===== src/hdl/cbis_pkg.sv =====
// Package for the CBOR item skipper: walk phase codes, error codes, limits,
// and the walk state and result record types. It depends on nothing else.
package cbis_pkg;

	localparam int unsigned ArgW     = 32;
	localparam int unsigned PendW    = 16;
	localparam int unsigned ResultW  = 40;

	localparam logic [4:0] AiOneByte  = 5'd24;
	localparam logic [4:0] AiTwoByte  = 5'd25;
	localparam logic [4:0] AiFourByte = 5'd26;

	localparam logic [ArgW-1:0] ArrayMax = 32'h0000_FFFF;
	localparam logic [ArgW-1:0] MapMax   = 32'h0000_7FFF;
	localparam logic [17:0]     PendMax  = 18'h0_FFFF;

	localparam logic [2:0] MtBytes = 3'd2;
	localparam logic [2:0] MtText  = 3'd3;
	localparam logic [2:0] MtArray = 3'd4;
	localparam logic [2:0] MtMap   = 3'd5;

	typedef enum logic [3:0] {
		PH_HEAD    = 4'b0001,
		PH_ARG     = 4'b0010,
		PH_PAYLOAD = 4'b0100,
		PH_IDLE    = 4'b1000
	} phase_t;

	typedef enum logic [2:0] {
		ERR_NONE    = 3'd0,
		ERR_INFO    = 3'd1,
		ERR_TRUNC   = 3'd2,
		ERR_ARRAY   = 3'd3,
		ERR_MAP     = 3'd4,
		ERR_PENDING = 3'd5
	} err_t;

	typedef struct packed {
		phase_t            phase;
		logic [2:0]        held_major;
		logic [2:0]        arg_left;
		logic [ArgW-1:0]   acc;
		logic [ArgW-1:0]   payload_left;
		logic [PendW-1:0]  pending;
	} walk_state_t;

	// Packed so that head_valid lands in bit 0 of the stream word.
	typedef struct packed {
		err_t              error_code;
		logic              item_done;
		logic [ArgW-1:0]   argument;
		logic [2:0]        major_type;
		logic              head_valid;
	} result_t;

	localparam walk_state_t WalkRestart = '{
		phase:        PH_HEAD,
		held_major:   3'd0,
		arg_left:     3'd0,
		acc:          '0,
		payload_left: '0,
		pending:      16'd1
	};

endpackage


===== src/hdl/cbis_walk.sv =====
// Next-state and result logic for one byte of the CBOR item walk.
// Purely combinational; uses the types and constants of cbis_pkg.
module cbis_walk import cbis_pkg::*; (
	input  walk_state_t st,
	input  logic [7:0]  data_byte,
	input  logic        last_byte,
	output walk_state_t nxt,
	output logic        res_valid,
	output result_t     res
);

	logic [2:0]      mt_b;
	logic [4:0]      ai;
	logic [ArgW-1:0] acc_new;
	logic [2:0]      left_new;
	logic [ArgW-1:0] pl_new;
	logic            head_go;
	logic [2:0]      head_mt;
	logic [ArgW-1:0] head_v;
	logic            fin_go;
	logic [17:0]     pend_base;
	logic [17:0]     pend_add;
	logic [17:0]     pend_sum;

	assign mt_b     = data_byte[7:5];
	assign ai       = data_byte[4:0];
	assign acc_new  = {st.acc[ArgW-9:0], data_byte};
	assign left_new = st.arg_left - 3'd1;
	assign pl_new   = (st.payload_left != '0) ? st.payload_left - 1'b1 : st.payload_left;

	always_comb begin
		nxt       = st;
		res_valid = 1'b0;
		res       = '0;
		head_go   = 1'b0;
		head_mt   = st.held_major;
		head_v    = '0;
		fin_go    = 1'b0;
		pend_base = {2'b00, st.pending} - 18'd1;
		pend_add  = '0;
		pend_sum  = '0;

		case (st.phase)
			PH_IDLE: begin
				if (last_byte) nxt = WalkRestart;
			end
			PH_HEAD: begin
				nxt.held_major = mt_b;
				nxt.acc        = '0;
				if (ai < AiOneByte) begin
					head_go = 1'b1;
					head_mt = mt_b;
					head_v  = {{(ArgW-5){1'b0}}, ai};
				end else if (ai > AiFourByte) begin
					nxt.held_major = st.held_major;
					nxt.acc        = st.acc;
					fin_go         = 1'b1;
					res            = '{ERR_INFO, 1'b0, '0, mt_b, 1'b0};
				end else begin
					case (ai)
						AiOneByte: nxt.arg_left = 3'd1;
						AiTwoByte: nxt.arg_left = 3'd2;
						default:   nxt.arg_left = 3'd4;
					endcase
					if (last_byte) begin
						fin_go = 1'b1;
						res    = '{ERR_TRUNC, 1'b0, '0, mt_b, 1'b0};
					end else begin
						nxt.phase = PH_ARG;
					end
				end
			end
			PH_ARG: begin
				nxt.acc      = acc_new;
				nxt.arg_left = left_new;
				if (left_new == 3'd0) begin
					head_go = 1'b1;
					head_mt = st.held_major;
					head_v  = acc_new;
				end else if (last_byte) begin
					fin_go = 1'b1;
					res    = '{ERR_TRUNC, 1'b0, '0, st.held_major, 1'b0};
				end
			end
			PH_PAYLOAD: begin
				nxt.payload_left = pl_new;
				if (pl_new == '0) begin
					if (st.pending == '0) begin
						fin_go = 1'b1;
						res    = '{ERR_NONE, 1'b1, st.acc, st.held_major, 1'b0};
					end else if (last_byte) begin
						fin_go = 1'b1;
						res    = '{ERR_TRUNC, 1'b0, st.acc, st.held_major, 1'b0};
					end else begin
						nxt.phase = PH_HEAD;
					end
				end else if (last_byte) begin
					fin_go = 1'b1;
					res    = '{ERR_TRUNC, 1'b0, st.acc, st.held_major, 1'b0};
				end
			end
			default: nxt = WalkRestart;
		endcase

		// A head finished on this byte: account for it in the pending count.
		if (head_go) begin
			nxt.held_major = head_mt;
			nxt.acc        = head_v;
			nxt.arg_left   = 3'd0;
			if (head_mt == MtArray) pend_add = {2'b00, head_v[15:0]};
			else if (head_mt == MtMap) pend_add = {2'b00, head_v[14:0], 1'b0};
			pend_sum = pend_base + pend_add;

			if ((head_mt == MtBytes || head_mt == MtText) && head_v != '0) begin
				if (last_byte) begin
					fin_go = 1'b1;
					res    = '{ERR_TRUNC, 1'b0, head_v, head_mt, 1'b1};
				end else begin
					nxt.pending      = pend_base[PendW-1:0];
					nxt.payload_left = head_v;
					nxt.phase        = PH_PAYLOAD;
					res_valid        = 1'b1;
					res              = '{ERR_NONE, 1'b0, head_v, head_mt, 1'b1};
				end
			end else if (head_mt == MtArray && head_v > ArrayMax) begin
				fin_go = 1'b1;
				res    = '{ERR_ARRAY, 1'b0, head_v, head_mt, 1'b1};
			end else if (head_mt == MtMap && head_v > MapMax) begin
				fin_go = 1'b1;
				res    = '{ERR_MAP, 1'b0, head_v, head_mt, 1'b1};
			end else if (pend_sum > PendMax) begin
				fin_go = 1'b1;
				res    = '{ERR_PENDING, 1'b0, head_v, head_mt, 1'b1};
			end else begin
				nxt.pending = pend_sum[PendW-1:0];
				if (pend_sum == '0) begin
					fin_go = 1'b1;
					res    = '{ERR_NONE, 1'b1, head_v, head_mt, 1'b1};
				end else if (last_byte) begin
					fin_go = 1'b1;
					res    = '{ERR_TRUNC, 1'b0, head_v, head_mt, 1'b1};
				end else begin
					nxt.phase = PH_HEAD;
					res_valid = 1'b1;
					res       = '{ERR_NONE, 1'b0, head_v, head_mt, 1'b1};
				end
			end
		end

		// Completion or error: park until the last byte, or restart right away.
		if (fin_go) begin
			res_valid = 1'b1;
			nxt.phase = PH_IDLE;
			if (last_byte) nxt = WalkRestart;
		end
	end

endmodule


===== src/hdl/cbor_item_skipper.sv =====
// Top level of the CBOR item skipper: stream ports, walk state register,
// and a two-entry output stage. Depends on cbis_pkg and cbis_walk.
//
// The block walks one complete top-level CBOR data item, taking the buffer
// one byte per transaction on the slave side (s_tdata carries the byte,
// s_tlast marks the final byte of the buffer). It takes one byte every clock
// cycle while s_tready is high: the walk state (phase, argument accumulator,
// string payload count and pending-item count) is updated by a single pass
// of logic per byte, and that state loop is what sets the rate. Bytes that
// complete a head, finish the item or raise an error produce one result
// transaction on the master side; all other bytes produce none. Results go
// into an output register backed by a skid register, so a stalled consumer
// stops byte intake only once both are full, and s_tready is a plain
// register output. After completion or an error, bytes are swallowed until
// the buffer's last byte, which restarts the walk. Heads with additional
// info 27 to 31 are rejected, arrays above 65535 elements and maps above
// 32767 pairs are refused, and the pending item count is limited to 65535.
module cbor_item_skipper import cbis_pkg::*; (
	input  logic               clk,
	input  logic               arst_n,
	input  logic               s_tvalid,
	output logic               s_tready,
	input  logic [7:0]         s_tdata,  // [7:0] data_byte
	input  logic               s_tlast,  // last_byte
	output logic               m_tvalid,
	input  logic               m_tready,
	// [0] head_valid, [3:1] major_type, [35:4] argument, [36] item_done,
	// [39:37] error_code
	output logic [ResultW-1:0] m_tdata
);

	walk_state_t st_q;
	walk_state_t st_nxt;
	logic        has_res;
	result_t     res;
	result_t     out_q;
	result_t     skid_q;
	logic        out_valid_q;
	logic        skid_valid_q;
	logic        accept;
	logic        push;
	logic        pop;

	// Room for a result is guaranteed whenever the skid register is empty.
	assign s_tready = !skid_valid_q;
	assign accept   = s_tvalid && s_tready;
	assign push     = accept && has_res;
	assign pop      = out_valid_q && m_tready;
	assign m_tvalid = out_valid_q;
	assign m_tdata  = out_q;

	cbis_walk u_walk (
		.st        (st_q),
		.data_byte (s_tdata),
		.last_byte (s_tlast),
		.nxt       (st_nxt),
		.res_valid (has_res),
		.res       (res)
	);

	// The walk state only moves when a byte is taken.
	always_ff @(posedge clk or negedge arst_n) begin
		if (!arst_n) begin
			st_q <= WalkRestart;
		end else if (accept) begin
			st_q <= st_nxt;
		end
	end

	// Output register with a skid register behind it.
	always_ff @(posedge clk or negedge arst_n) begin
		if (!arst_n) begin
			out_valid_q  <= 1'b0;
			skid_valid_q <= 1'b0;
		end else if (skid_valid_q) begin
			if (pop) begin
				out_valid_q  <= 1'b1;
				skid_valid_q <= 1'b0;
			end
		end else if (push) begin
			if (!out_valid_q || pop) begin
				out_valid_q <= 1'b1;
			end else begin
				skid_valid_q <= 1'b1;
			end
		end else if (pop) begin
			out_valid_q <= 1'b0;
		end
	end

	always_ff @(posedge clk) begin
		if (skid_valid_q) begin
			if (pop) out_q <= skid_q;
		end else if (push) begin
			if (!out_valid_q || pop) out_q <= res;
			else skid_q <= res;
		end
	end

	// The skid register is only ever filled behind a waiting result.
	assert property (@(posedge clk) disable iff (!arst_n)
		skid_valid_q |-> out_valid_q)
		else $error("skid register holds a result while the output is empty");

	// A result taken while the output is stalled must land in the skid register.
	assert property (@(posedge clk) disable iff (!arst_n)
		(push && out_valid_q && !m_tready) |=> skid_valid_q)
		else $error("result lost while the output was stalled");

	// Bytes after completion or an error never produce a result.
	assert property (@(posedge clk) disable iff (!arst_n)
		(accept && st_q.phase == PH_IDLE) |-> !has_res)
		else $error("result produced while the walk was parked");

	// A finished item is never reported together with an error.
	assert property (@(posedge clk) disable iff (!arst_n)
		(m_tvalid && out_q.item_done) |-> (out_q.error_code == ERR_NONE))
		else $error("item completion reported with an error code");

endmodule

===== config.mk =====
export PLATFORM = sky130hd
export DESIGN_NAME = cbor_item_skipper
export DESIGN_NICKNAME = d
export VERILOG_FILES = /design/src/hdl/cbis_pkg.sv /design/src/hdl/cbis_walk.sv /design/src/hdl/cbor_item_skipper.sv
export SDC_FILE = /design/constraint.sdc
export NUM_CORES = 1
export LEC_CHECK = 0
export ABC_AREA = 0
export BUFFER_PORTS_ARGS = -buffer_cell sky130_fd_sc_hd__clkbuf_2
export CAP_MARGIN = 25
export CORE_MARGIN = 10
export CORE_UTILIZATION = 60
export CTS_BUF_LIST = sky130_fd_sc_hd__clkbuf_8
export DETAILED_ROUTE_END_ITERATION = 16
export PLACE_DENSITY = 0.76
export SYNTH_ARGS = -nofsm -noshare
export SYNTH_HDL_FRONTEND = slang
export SYNTH_SLANG_ARGS = --single-unit

===== constraint.sdc =====
create_clock -name clk -period 7.4 [get_ports clk]
set_input_delay 1.11 -clock clk [delete_from_list [all_inputs] [get_ports clk]]
set_output_delay 1.11 -clock clk [all_outputs]
set_load 0.005 [all_outputs]

==> After elaboration in Yosys (flattened, before gate mapping) <==
Index checks and enable logic that the tools add are counted.
{ "word_totals": {"ff_bits": 172, "out_inout_bits": 42, "elab_cells": 162} }
{ "classes": {"addsub": 4, "order_cmp": 5, "n_eq_ne": 12, "mux": 96, "bitwise": 2, "n_reduce_logical": 25} }
{ "ops": {"columns": ["operator", "count"], "rows": [
  ["$mux W40", 14],
  ["$mux W90", 5],
  ["$mux W39", 5],
  ["$pmux W35 S4", 1],
  ["$mux W32", 4],
  ["$pmux W40 S3", 1],
  ["$pmux W32 S3", 1],
  ["$mux W16", 5],
  ["$pmux W32 S2", 1],
  ["$reduce_bool A32 Y1", 2],
  ["$mux W4", 12],
  ["$mux W48", 1],
  ["$mux W42", 1],
  ["$mux W18", 2],
  ["$gt A32 B15 Y1 const B", 1],
  ["$gt A32 B16 Y1 const B", 1],
  ["$logic_not A32 Y1", 1],
  ["$mux W1", 32],
  ["$pmux W16 S2", 1],
  ["$sub A32 B1 Y32 const B", 1],
  ["$add A18 B18 Y18", 1],
  ["$gt A18 B16 Y1 const B", 1],
  ["$logic_not A18 Y1", 1],
  ["$sub A16 B1 Y17 const B", 1],
  ["29 further kinds", 48]
]} }

==> Depth between registers and ports, before layout <==
Gate-level depths: netlist (run 1).
{ "depth": {"ltp_word": 19, "depth_mapped": 23} }

==> By module <==
From an unflattened synthesis (run 1), not the netlist that was laid out.
{ "unflattened": {"hier_cells": 1291, "area_unflattened_um2": 12547.0} }
{ "modules_own_cells": {"columns": ["module", "instances", "cells_per_inst", "area_each_um2"], "rows": [
  ["cbor_item_skipper", 1, 329, 6809.0],
  ["cbis_walk", 1, 962, 5738.0]
]} }

==> Worst setup path after synthesis (run 1) <==
No wires, ideal clock.
{ "synth_path": {"path_type": "register -> register", "start": "register st_q[16] in the netlist's numbering", "end": "register out_q (netlist bit m_tdata[0]) (enable)", "t_arrival_ns": 5.529, "t_required_ns": 6.949, "slack_ns": 1.420, "path_stages_with_launch": 14, "n_path_buf": 1, "cell_sequence": "dfrtp_1 > inv_1 > ha_1 > or4b_1 > buf_2 > or4_4 > or3_4 > and4_4 > or3_4 > or4_4 > o21ba_4 > nand2_1 > nand2_1 > a21oi_1"} }
{ "synth_via": {"elab_chain_len": 16} }
{ "synth_rtl": {"columns": ["element", "line", "text"], "rows": [
  ["from (decl)", "cbor_item_skipper.sv:32", "walk_state_t st_q;"],
  ["from (signal assigned)", "cbor_item_skipper.sv:64", "st_q <= WalkRestart;"],
  ["from (signal assigned)", "cbor_item_skipper.sv:66", "st_q <= st_nxt;"],
  ["$sub A32 B1 Y32 or $reduce_bool A32 Y1 (tied branches)", "cbis_walk.sv:29", "assign pl_new = (st.payload_left != '0) ? st.payload_left - 1'b1 : st.payload_left;"],
  ["$mux W32 (*)", "cbis_walk.sv:29", null],
  ["$logic_not A32 Y1 (*)", "cbis_walk.sv:87", "if (pl_new == '0) begin"],
  ["$mux W1 (*)", "cbis_walk.sv:87", null],
  ["$pmux W1 S3 (*)", "cbis_walk.sv:43", "case (st.phase)"],
  ["$mux W1", "cbis_walk.sv:115, cbis_walk.sv:139", null],
  ["$mux W1", "cbis_walk.sv:136", "if (pend_sum == '0) begin"],
  ["$mux W1", "cbis_walk.sv:131", "end else if (pend_sum > PendMax) begin"],
  ["$mux W1", "cbis_walk.sv:128", "end else if (head_mt == MtMap && head_v > MapMax) begin"],
  ["$mux W1", "cbis_walk.sv:125", "end else if (head_mt == MtArray && head_v > ArrayMax) begin"],
  ["$mux W1", "cbis_walk.sv:114", "if ((head_mt == MtBytes || head_mt == MtText) && head_v != '0) begin"],
  ["$mux W1 (*)", "cbis_walk.sv:106", "if (head_go) begin"],
  ["$mux W1 (*)", "cbis_walk.sv:151", "if (fin_go) begin"],
  ["$logic_and A1 B1 Y1 (*)", "cbor_item_skipper.sv:47", "assign push = accept && has_res;"],
  ["$reduce_bool A2 Y1 (no source line) (*)", null, null],
  ["$reduce_and A3 Y1 (no source line) (*)", null, null],
  ["to (signal assigned)", "cbor_item_skipper.sv:93", "if (pop) out_q <= skid_q;"],
  ["to (signal assigned)", "cbor_item_skipper.sv:95", "if (!out_valid_q || pop) out_q <= res;"],
  ["to (decl)", "cbor_item_skipper.sv:36", "result_t out_q;"]
]} }
Mark *: on every way between the ends. The rest lies on a longest branch, timed or not.
A chain may end at the register's enable or synchronous reset.

==> Final worst setup path (run 1) <==
{ "layout_path": {"start": "register st_q[86] in the netlist's numbering", "end": "register out_q (netlist bit m_tdata[38]), data pin"} }
{ "layout_via": {"elab_chain_len": 17} }
{ "layout_rtl": {"columns": ["element", "line", "text"], "rows": [
  ["branches (longest 13 deep; another with $add A18 B18 Y18)", null, null],
  ["$mux W40 (*)", "cbis_walk.sv:106", null],
  ["$mux W40 (*)", "cbor_item_skipper.sv:95", null],
  ["$mux W40 (*)", "cbor_item_skipper.sv:94", "end else if (push) begin"],
  ["$mux W40 (*)", "cbor_item_skipper.sv:92", "if (skid_valid_q) begin"]
]} }
Mark *: on every way between the ends. The select of a mux whose other input is x is not followed.

==> out/summary.txt, run 1 <==
Status: complete, no violations
Switching share of total power: 0.498
Synth Flop Type: dfrtp_1
Critical-path top delay cell: or4b_2
RR Endpoint: m_tdata[38]
Fmax: 155 MHz
Post-Syn Area: 11100 um^2
Flops & latches, synth: 172
Chip height: 156 um
Worst rel slew slack: 0.307
Sequential fraction of the synthesis area: 0.424
Final Hold Viols: 0
Placer Congestion: 0.992
N_diodes: 0
Sw power: 2.62 mW
Via density: 7.07
Min Tclk post-route: 6.47 ns
CTS tree: built
Starting Density: 0.613
Hold Crit Endpoint: st_q[85]
Synth warn: 0
Post-CTS Setup Repair Bufs: 0
Die ar.: 24300 um^2
Worst Path Required: 7.64 ns
Worst VDD drop: 307 uV
Share of cells above drive strength 1: 0.150
Post-synth EDFFs: 80
Synthesized instance count: 1198
Hold/Removal Path Class: flop to flop
Core Rows: 49
Htree depth: 4
Final Slew Violations: 0
Count of different cell masters after synthesis: 80
First-pass GRT wire length: 52800 um
Vias in the first global route: 9217
Final #Nets: 1234
Iter 0 DRT Violations: 1258
Post-DRT Antenna Nets: 0
Clock skew: 0.0240 ns
CP Cell Sequence: or4b_2, o21ai_0, and2_1, mux2i_1, nor3_1, fa_1, a21o_1, and4_1, or3_1, a2111oi_0, nand4_1, nor4_1, or4b_2, a31oi_1, o21ai_0, a31o_2
Fin crit share: 0.874
Avg Cell Area, Syn: 9.26 um^2
CP Max Fanout: 13
Sum Neg Setup Slack: 0 ns
Global route overflow: 0
Hold path cells: 1
Total Routing Usage GR: 0.271
PwrDens: 439 nW/um^2
Kind of critical path: flop to flop
Clock Tree Buf Depth: 2
Worst path top cell family by delay: simple AND/OR/NAND/NOR gates
Commonest non-fill, non-tap cell in the layout: nand2_1
Min-Delay Startpoint: st_q[85]
DR DRC count: 0
Clock network power share: 0.140
IO Count: 55
Hold_buf cts: 0
Commonest cells after routing, fill and taps aside: nand2_1, nor2_1, o21ai_0, dfrtp_1, edfxtp_1
Worst path buffer plus inverter count: 0
RSZ-0062 raised after global routing: false
Synth async-reset ratio: 0.535
Final setup fails: 0
Comb pwr share: 0.577
Port bufs: 54
Worst-path clk slew: 0.12 ns
Crit path capture type: flop
Chip width: 156 um
Pre-antenna DRT Iters: 6
Core ar.: 18100 um^2
P_int: 2.63 mW
Leakage power: 4.94 nW
Routed WL: 33400 um
Worst skew pair latency: 0.48 ns
Drt wl/cell: 23.1 um
Tightest Pin Transition: 1.02 ns
Reg2Reg Depth: 16
Area delta synth->final: 7.95%
Dpl hpwl: 23300 um
Initial antenna violation count: 1
Max_cap viols: 0
Vias: 10200
Pin count of the biggest net entering global routing: 52
CTS sink count: 172
TritonCTS Buffers: 17
Post-CTS resize count: 0
Startpoint types: flop
Seq pwr share: 0.282
Worst path arrival time: 6.70 ns
Reg-to-Reg Start: st_q[86]
Worst path max stage delay: 0.80 ns
Reg2Reg Setup Slack: 0.93 ns
Post-synth net total: 1232
Power Total: 5.25 mW
Clk root buf: clkbuf_8
## synthesized netlist by cell type, types with 6 or more instances
cell type | instances | share of area
a211oi_1 | 7 | 0.0047
and3_1 | 12 | 0.0068
and2_1 | 8 | 0.0045
clkbuf_1 | 83 | 0.028
a21oi_1 | 73 | 0.033
nor3_1 | 32 | 0.014
inv_1 | 18 | 0.0061
dfrtp_1 | 90 | 0.20
mux2_2 | 40 | 0.041
or3_1 | 9 | 0.0051
buf_1 | 8 | 0.0027
nand4_1 | 10 | 0.0056
nand2_1 | 114 | 0.039
a22o_1 | 72 | 0.057
xor2_1 | 13 | 0.010
a32oi_1 | 8 | 0.0063
a221oi_1 | 6 | 0.0047
ha_1 | 20 | 0.023
o21ai_1 | 6 | 0.0027
o211ai_1 | 9 | 0.0061
nor4_1 | 26 | 0.015
nand3_1 | 30 | 0.014
nand2b_1 | 6 | 0.0034
o21ai_0 | 90 | 0.041
o31ai_1 | 16 | 0.011
a21o_1 | 13 | 0.0088
o21a_1 | 6 | 0.0041
mux2i_1 | 15 | 0.014
nor2_1 | 94 | 0.032
or4_1 | 17 | 0.012
a31oi_1 | 41 | 0.023
xnor2_1 | 20 | 0.016
edfxtp_1 | 80 | 0.22
## cells by family after synthesis
group,after synthesis,share of synthesized area
and+or+nand+nor,395,0.181
xor gates and xnor gates,33,0.0261
AOI/OAI and AO/OA,404,0.247
muxes,55,0.0541
buffers and inverters,118,0.0425
adders and majority gates,21,0.0244
DFF,172,0.424
## per-stage QoR
step                      utilization  hold WS (ns)  area (um^2)  setup WS (ns)  std cells
after global placement          0.634         0.483        11500           1.19       1407
after detailed placement        0.634         0.484        11500           1.13       1408
after CTS                       0.659         0.515        11900           1.07       1440
after floorplan                     -         0.466        11100           1.42       1198
final                           0.662         0.512        12000          0.935       1442
after global routing            0.662         0.529        12000          0.700       1442
## state kept, by name, summed over array words and instances (netlist names)
signal	cells
m_tdata	40
skid_valid_q	1
skid_q	40
st_q	90
m_tvalid	1
## worst register-to-register path: stages, from the launching register on
cell and delay [ns]:
dfstp_2 0.66, or4b_2 0.80, o21ai_0 0.34, and2_1 0.49, mux2i_1 0.25, nor3_1 0.10
fa_1 0.49, a21o_1 0.22, and4_1 0.23, or3_1 0.33, a2111oi_0 0.42, nand4_1 0.15
nor4_1 0.41, or4b_2 0.70, a31oi_1 0.19, o21ai_0 0.13, a31o_2 0.30
## final cells by class
| type | count | area, um^2 |
|---|---|---|
| Clock buffer | 17 | 234 |
| Clock inverter | 15 | 215 |
| Fill cell | 1486 | 6110 |
| Inverter | 20 | 75.1 |
| Multi-Input combinational cell | 908 | 5940 |
| Sequential cell | 172 | 4710 |
| Tap cell | 229 | 287 |
| Timing Repair Buffer | 81 | 515 |
## metal layers
metal / wire [um] / vias to the layer above / part of all wire / global-route usage
met5: 20 / - / 0.00060 / 0
met4: 1050 / 2 / 0.031 / 0.101
met3: 3240 / 94 / 0.097 / 0.0502
met2: 14500 / 577 / 0.43 / 0.395
met1: 14600 / 4925 / 0.44 / 0.391
li1: - / 4592 / - / -
## worst max-delay path by stage
stage	end	slack, ns	depth (start not counted)	start
after CTS	m_tdata[38]	1.07	16	st_q[86]
after detailed placement	m_tdata[38]	1.13	16	st_q[86]
after floorplan	m_tdata[0]	1.42	13	st_q[16]
after global placement	m_tdata[38]	1.19	16	st_q[86]
after global routing	m_tdata[36]	0.70	16	st_q[86]
final	m_tdata[38]	0.93	16	st_q[86]
## power groups by stage
stage | logic [mW] | clock network (mW) | registers (mW)
after CTS | 2.94 | 0.739 | 1.47
after global placement | 2.91 | 0 | 1.48
after global routing | 3.31 | 0.775 | 1.51
after floorplan | 2.28 | 0 | 1.35
after detailed placement | 2.93 | 0 | 1.49
final | 3.03 | 0.737 | 1.48
Power figures use the tool's default switching activity.
==> run 2: changes to the inputs <==
ABC_AREA = 1   (was 0)
==> run 2 against run 1 <==
  * Die area up 9.7%
  * Routed wire length is 16% higher
  * Critical path depth rose by 16
  * Worst hold slack worse by 0.020 ns
  * Setup slack gained 1.0 ns
  * Global-route usage is 1.6 points higher
  * Cell count up 37%
  * Via count rose by 21%
  * Highest routed layer is now met4
  * Clock skew down 0.00078 ns
==> out/summary.txt, run 2 <==
Status: complete, no violations (unchanged)
Top cells by area, synth: edfxtp_1, dfrtp_1, nand2_1 (was edfxtp_1, dfrtp_1, a22o_1)
Dpl hpwl: 27400 um (was 23300 um)
Chip width: 163 um (was 156 um)
Htree depth: 4 (unchanged)
Total Routing Usage GR: 0.287 (was 0.271)
Clk root buf: clkbuf_8 (unchanged)
Min Tclk post-route: 5.42 ns (was 6.47 ns)
Synth top cells by count: nand2_1, nor2_1, inv_1, o21ai_0, nand3_1 (was nand2_1, nor2_1, dfrtp_1, o21ai_0, clkbuf_1)
Core ar.: 20200 um^2 (was 18100 um^2)
Fillers: 1801 (was 1486)
Most common cell on crit path: nand2_1
Register area: 4710 um^2 (unchanged)
Share of cells above drive strength 1: 0.107 (was 0.150)
Worst path top cell family by delay: simple AND/OR/NAND/NOR gates (unchanged)
Clock skew: 0.0232 ns (was 0.0240 ns)
Avg Cell Area, Syn: 7.31 um^2 (was 9.26 um^2)
Vias in the first global route: 11600 (was 9217)
Post-synth EDFFs: 80 (unchanged)
Worst skew pair latency: 0.51 ns (was 0.48 ns)
Commonest cells after routing, fill and taps aside: nand2_1, nor2_1, inv_1 (was nand2_1, nor2_1, o21ai_0, dfrtp_1, edfxtp_1)
Hold/Removal Path Class: flop to flop (unchanged)
Worst Path Required: 7.83 ns (was 7.64 ns)
TritonCTS Buffers: 17 (unchanged)
Routed WL: 38600 um (was 33400 um)
Hold_buf cts: 0 (unchanged)
Startpoint types: flop (unchanged)
First-pass GRT wire length: 61700 um (was 52800 um)
Top-count cell post-synth: nand2_1 (unchanged)
Fmax: 184 MHz (was 155 MHz)
IO Count: 55 (unchanged)
Worst path arrival time: 5.86 ns (was 6.70 ns)
Synth Flop Type: dfrtp_1 (unchanged)
Chip height: 163 um (was 156 um)
Biggest register: st_q (unchanged)
Worst rel slew slack: 0.312 (was 0.307)
Starting Density: 0.610 (was 0.613)
Post-synth net total: 1721 (was 1232)
DR DRC count: 0 (unchanged)
Initial antenna violation count: 0 (was 1)
Synth warn: 0 (unchanged)
Synth async-reset ratio: 0.535 (unchanged)
Via density: 6.21 (was 7.07)
Final #Nets: 1732 (was 1234)
CTS tree: built (unchanged)
Port bufs: 54 (unchanged)
Sequential fraction of the synthesis area: 0.382 (was 0.424)
Core Rows: 52 (was 49)
Max_cap viols: 0 (unchanged)
Final Hold Viols: 0 (unchanged)
N_diodes: 0 (unchanged)
Worst path buffer plus inverter count: 6 (was 0)
Area delta synth->final: 7.24% (was 7.95%)
Flops & latches, synth: 172 (unchanged)
Largest area contributor in the netlist: edfxtp_1 (unchanged)
Vias: 12300 (was 10200)
RSZ-0062 raised after global routing: false (unchanged)
Iter 0 DRT Violations: 1459 (was 1258)
Pre-antenna DRT Iters: 7 (was 6)
Synthesized instance count: 1687 (was 1198)
Post-CTS Setup Repair Bufs: 0 (unchanged)
Placer Congestion: 0.939 (was 0.992)
Die ar.: 26700 um^2 (was 24300 um^2)
Post-DRT Antenna Nets: 0 (unchanged)
Tightest Pin Transition: 1.03 ns (was 1.02 ns)
Count of different cell masters after synthesis: 50 (was 80)
Final Slew Violations: 0 (unchanged)
Global route overflow: 0 (unchanged)
Multi-input logic area: 6700 um^2 (was 5940 um^2)
Worst-path clk slew: 0.12 ns (about the same)
Drt wl/cell: 19.5 um (was 23.1 um)
Fin crit share: 0.733 (was 0.874)
Crit path capture type: flop (unchanged)
Yosys top cell area share: 0.195 (was 0.217)
CP Max Fanout: 24 (was 13)
Critical-path top delay cell: nor2_1 (was or4b_2)
Max reg flops: 90 (unchanged)
Commonest non-fill, non-tap cell in the layout: nand2_1 (unchanged)
CTS sink count: 172 (unchanged)
Clock Tree Buf Depth: 2 (unchanged)
Post-CTS resize count: 0 (unchanged)
Sum Neg Setup Slack: 0 ns (unchanged)
Post-Syn Area: 12300 um^2 (was 11100 um^2)
Final setup fails: 0 (unchanged)
Kind of critical path: flop to flop (unchanged)
Worst path max stage delay: 0.70 ns (was 0.80 ns)
Pin count of the biggest net entering global routing: 125 (was 52)
-- run 2: worst paths after layout --
check                               from        to  slack (ns)  cells past startpoint
worst min register to register  st_q[14]  st_q[14]        0.49                      2
max in group asynchronous         arst_n  st_q[72]        5.66                      2
min in group asynchronous         arst_n  st_q[28]        0.53                      1
worst max-delay path            st_q[80]  st_q[82]        1.98                     32
worst max register to register  st_q[80]  st_q[82]        1.98                     32
worst min-delay path            st_q[14]  st_q[14]        0.49                      2
-- run 2: layout make-up --
cell class / instances / area share
sequential: 172 / 0.356
inverter: 159 / 0.0453
clock buffer: 17 / 0.0177
multi-input combinational: 1276 / 0.507
tap: 270 / 0.0255
clock inverter: 15 / 0.0158
timing repair buffer: 72 / 0.0333
-- run 2: cells by family after synthesis --
group	synth area share
AO/OA/AOI/OAI	0.205
XOR/XNOR	0.0142
adder cells (fa/ha/maj)	0.0219
buffers and inverters	0.0769
flip-flops	0.382
AND/OR/NAND/NOR	0.300
-- run 2: worst reg2reg max path, delay by kind of cell, from the launching register on --
family	cells	cell delay (ns)
flops	1	0.43
simple gates	22	3.23
buf+inv	6	0.93
fa+ha+maj	2	0.38
compound gates	2	0.39
-- run 2: stage by stage --
step | instance area [um^2] | worst slack (ns) | hold WS, ns | cells | utilization
floorplan | 12300 | 2.59 | 0.449 | 1687 | -
global placement | 12700 | 2.08 | 0.464 | 1947 | 0.630
detailed placement | 12800 | 2.04 | 0.466 | 1948 | 0.631
CTS | 13200 | 2.12 | 0.498 | 1980 | 0.652
global route | 13200 | 1.10 | 0.537 | 1981 | 0.654
finish | 13200 | 1.98 | 0.493 | 1981 | 0.654
-- run 2: layer usage --
| metal | part of all wire | track usage | up-vias | wire length (um) |
|---|---|---|---|---|
| met4 | 0.046 | 0.144 | 0 | 1790 |
| met3 | 0.089 | 0.0541 | 112 | 3430 |
| met2 | 0.46 | 0.455 | 632 | 17900 |
| li1 | - | - | 5830 | - |
| met5 | 0 | 0 | - | 0 |
| met1 | 0.40 | 0.369 | 5736 | 15500 |
Power of run 2 is not shown: default switching activity piles up to over one toggle a cycle in this logic, so the estimate is an artifact.
==> run 3: changes to the inputs <==
CORE_UTILIZATION = 58   (was 60)
PLACE_DENSITY = 0.77   (was 0.76)
clock period = 4.8 ns   (was 7.4 ns; I/O delays follow)
==> run 3 against run 2 <==
  * Count of clock-buffer cells in the layout did not move
  * Design area increased by 0.84%
  * Cell count grew 0.91%
  * Via count grew 2.0%
  * Setup slack lost 1.6 ns
  * First-iteration DRC count rose by 12%
  * Worst hold slack lost 0.17 ns
  * Register-to-register slack got worse by 1.6 ns
  * Die area increased by 3.0%
  * Highest routed layer is now met5
==> out/summary.txt, run 3 (synthesized netlist as in run 2, its figures left out) <==
Post-layout util: 0.637 (was 0.654)
Worst rel slew slack: 0.333 (was 0.312)
DR DRC count: 0 (unchanged)
Max reg flops: 90 (unchanged)
Port bufs: 54 (unchanged)
Pre-antenna DRT Iters: 7 (unchanged)
GR Layer Usage met2: 0.449 (was 0.455)
Chip height: 166 um (was 163 um)
Post-CTS Setup Repair Bufs: 0 (unchanged)
Pin count of the biggest net entering global routing: 101 (was 125)
Final #Nets: 1745 (was 1732)
Clk root buf: clkbuf_8 (unchanged)
First-pass GRT wire length: 63400 um (was 61700 um)
Design area: 13300 um^2 (was 13200 um^2)
Initial antenna violation count: 1 (was 0)
Crit path capture type: flop (unchanged)
IO Count: 55 (unchanged)
Area delta synth->final: 8.14% (was 7.24%)
Startpoint types: flop (unchanged)
Hold/Removal Path Class: primary input to asynchronous set/reset pin (was flop to flop)
Via density: 6.28 (was 6.21)
Chip width: 166 um (was 163 um)
Status: complete, no violations (unchanged)
GR Layer Usage met1: 0.362 (was 0.369)
Fin crit share: 0.925 (was 0.733)
Commonest cells after routing, fill and taps aside: nand2_1, nor2_1, inv_1 (unchanged)
N_diodes: 0 (unchanged)
Commonest non-fill, non-tap cell in the layout: nand2_1 (unchanged)
Hold_buf cts: 0 (unchanged)
Sum Neg Setup Slack: 0 ns (unchanged)
Clock Tree Buf Depth: 2 (unchanged)
Worst Path Required: 5.17 ns (was 7.83 ns)
Global route hottest layer: met2 (unchanged)
Worst skew pair latency: 0.50 ns (was 0.51 ns)
Placed cell areas: 12900 um^2 (was 12800 um^2)
TritonCTS Buffers: 17 (unchanged)
Routed WL: 39800 um (was 38600 um)
M3 GR Usage: 0.0466 (was 0.0541)
Drt wl/cell: 19.9 um (was 19.5 um)
Global route overflow: 0 (unchanged)
Die ar.: 27500 um^2 (was 26700 um^2)
Min Tclk post-route: 4.44 ns (was 5.42 ns)
Max_cap viols: 0 (unchanged)
Final Hold Viols: 0 (unchanged)
Biggest register: st_q (unchanged)
Starting Density: 0.589 (was 0.610)
Final setup fails: 0 (unchanged)
Worst path arrival time: 4.81 ns (was 5.86 ns)
Post-CTS resize count: 0 (unchanged)
Post-DRT Antenna Nets: 0 (unchanged)
CP Max Fanout: 36 (was 24)
Fmax: 225 MHz (was 184 MHz)
Worst-path clk slew: 0.11 ns (was 0.12 ns)
RSZ-0062 raised after global routing: false (unchanged)
Share of cells above drive strength 1: 0.115 (was 0.107)
CTS tree: built (unchanged)
Vias in the first global route: 11600 (about the same)
Placer Congestion: 0.990 (was 0.939)
Clock skew: 0.0203 ns (was 0.0232 ns)
Vias: 12600 (was 12300)
Iter 0 DRT Violations: 1638 (was 1459)
Final Slew Violations: 0 (unchanged)
Dpl hpwl: 28300 um (was 27400 um)
Kind of critical path: flop to flop (unchanged)
Core ar.: 21000 um^2 (was 20200 um^2)
Fillers: 1962 (was 1801)
CTS sink count: 172 (unchanged)
Htree depth: 4 (unchanged)
Total Routing Usage GR: 0.278 (was 0.287)
Core Rows: 53 (was 52)
Tightest Pin Transition: 1.00 ns (was 1.03 ns)
[run 3: routing by layer]
layer,vias to the layer above,part of all wire
met4,2,0.045
met1,5819,0.40
met2,729,0.46
met5,-,0.00028
li1,5851,-
met3,151,0.088
[run 3: final timing paths]
kind	startpoint	end	slack, ns	depth (start not counted)
min reg2reg	st_q[14]	st_q[14]	0.49	2
max	st_q[86]	m_tdata[37]	0.36	16
min	arst_n	st_q[14]	0.32	1
min in group clk	st_q[14]	st_q[14]	0.49	2
max in group asynchronous	arst_n	st_q[50]	3.42	2
max reg2reg	st_q[86]	m_tdata[37]	0.36	16
[run 3: layout make-up]
class	instances	area, um^2	share of cell area
Clock inverter	15	198	0.0148
Inverter	159	599	0.0449
Sequential cell	172	4710	0.353
Tap cell	275	344	0.0258
Multi-Input combinational cell	1276	6720	0.503
Timing Repair Buffer	85	543	0.0407
Clock buffer	17	234	0.0175
[run 3: metrics by stage]
step / hold WS (ns) / setup WS [ns] / instances
CTS: 0.336 / 0.360 / 1999
finish: 0.319 / 0.359 / 1999
global route: 0.352 / 0.0147 / 1999
floorplan: 0.424 / 0.257 / 1687
global placement: 0.466 / 0.338 / 1967
detailed placement: 0.466 / 0.208 / 1967
[run 3: critical path, stage by stage, from the launching register on]
cell and delay [ns]:
dfstp_2 0.59, inv_1 0.08, nand3_2 0.16, buf_4 0.36, inv_1 0.36, o211ai_1 0.20, nand2_1 0.08, nor2_1 0.16
and2_1 0.23, nand3_1 0.16, nand2_2 0.30, inv_2 0.38, nor2_1 0.39, inv_1 0.18, o22ai_1 0.48, nand2_1 0.09
nand2_1 0.09
Power of run 3 is left out for the same reason.
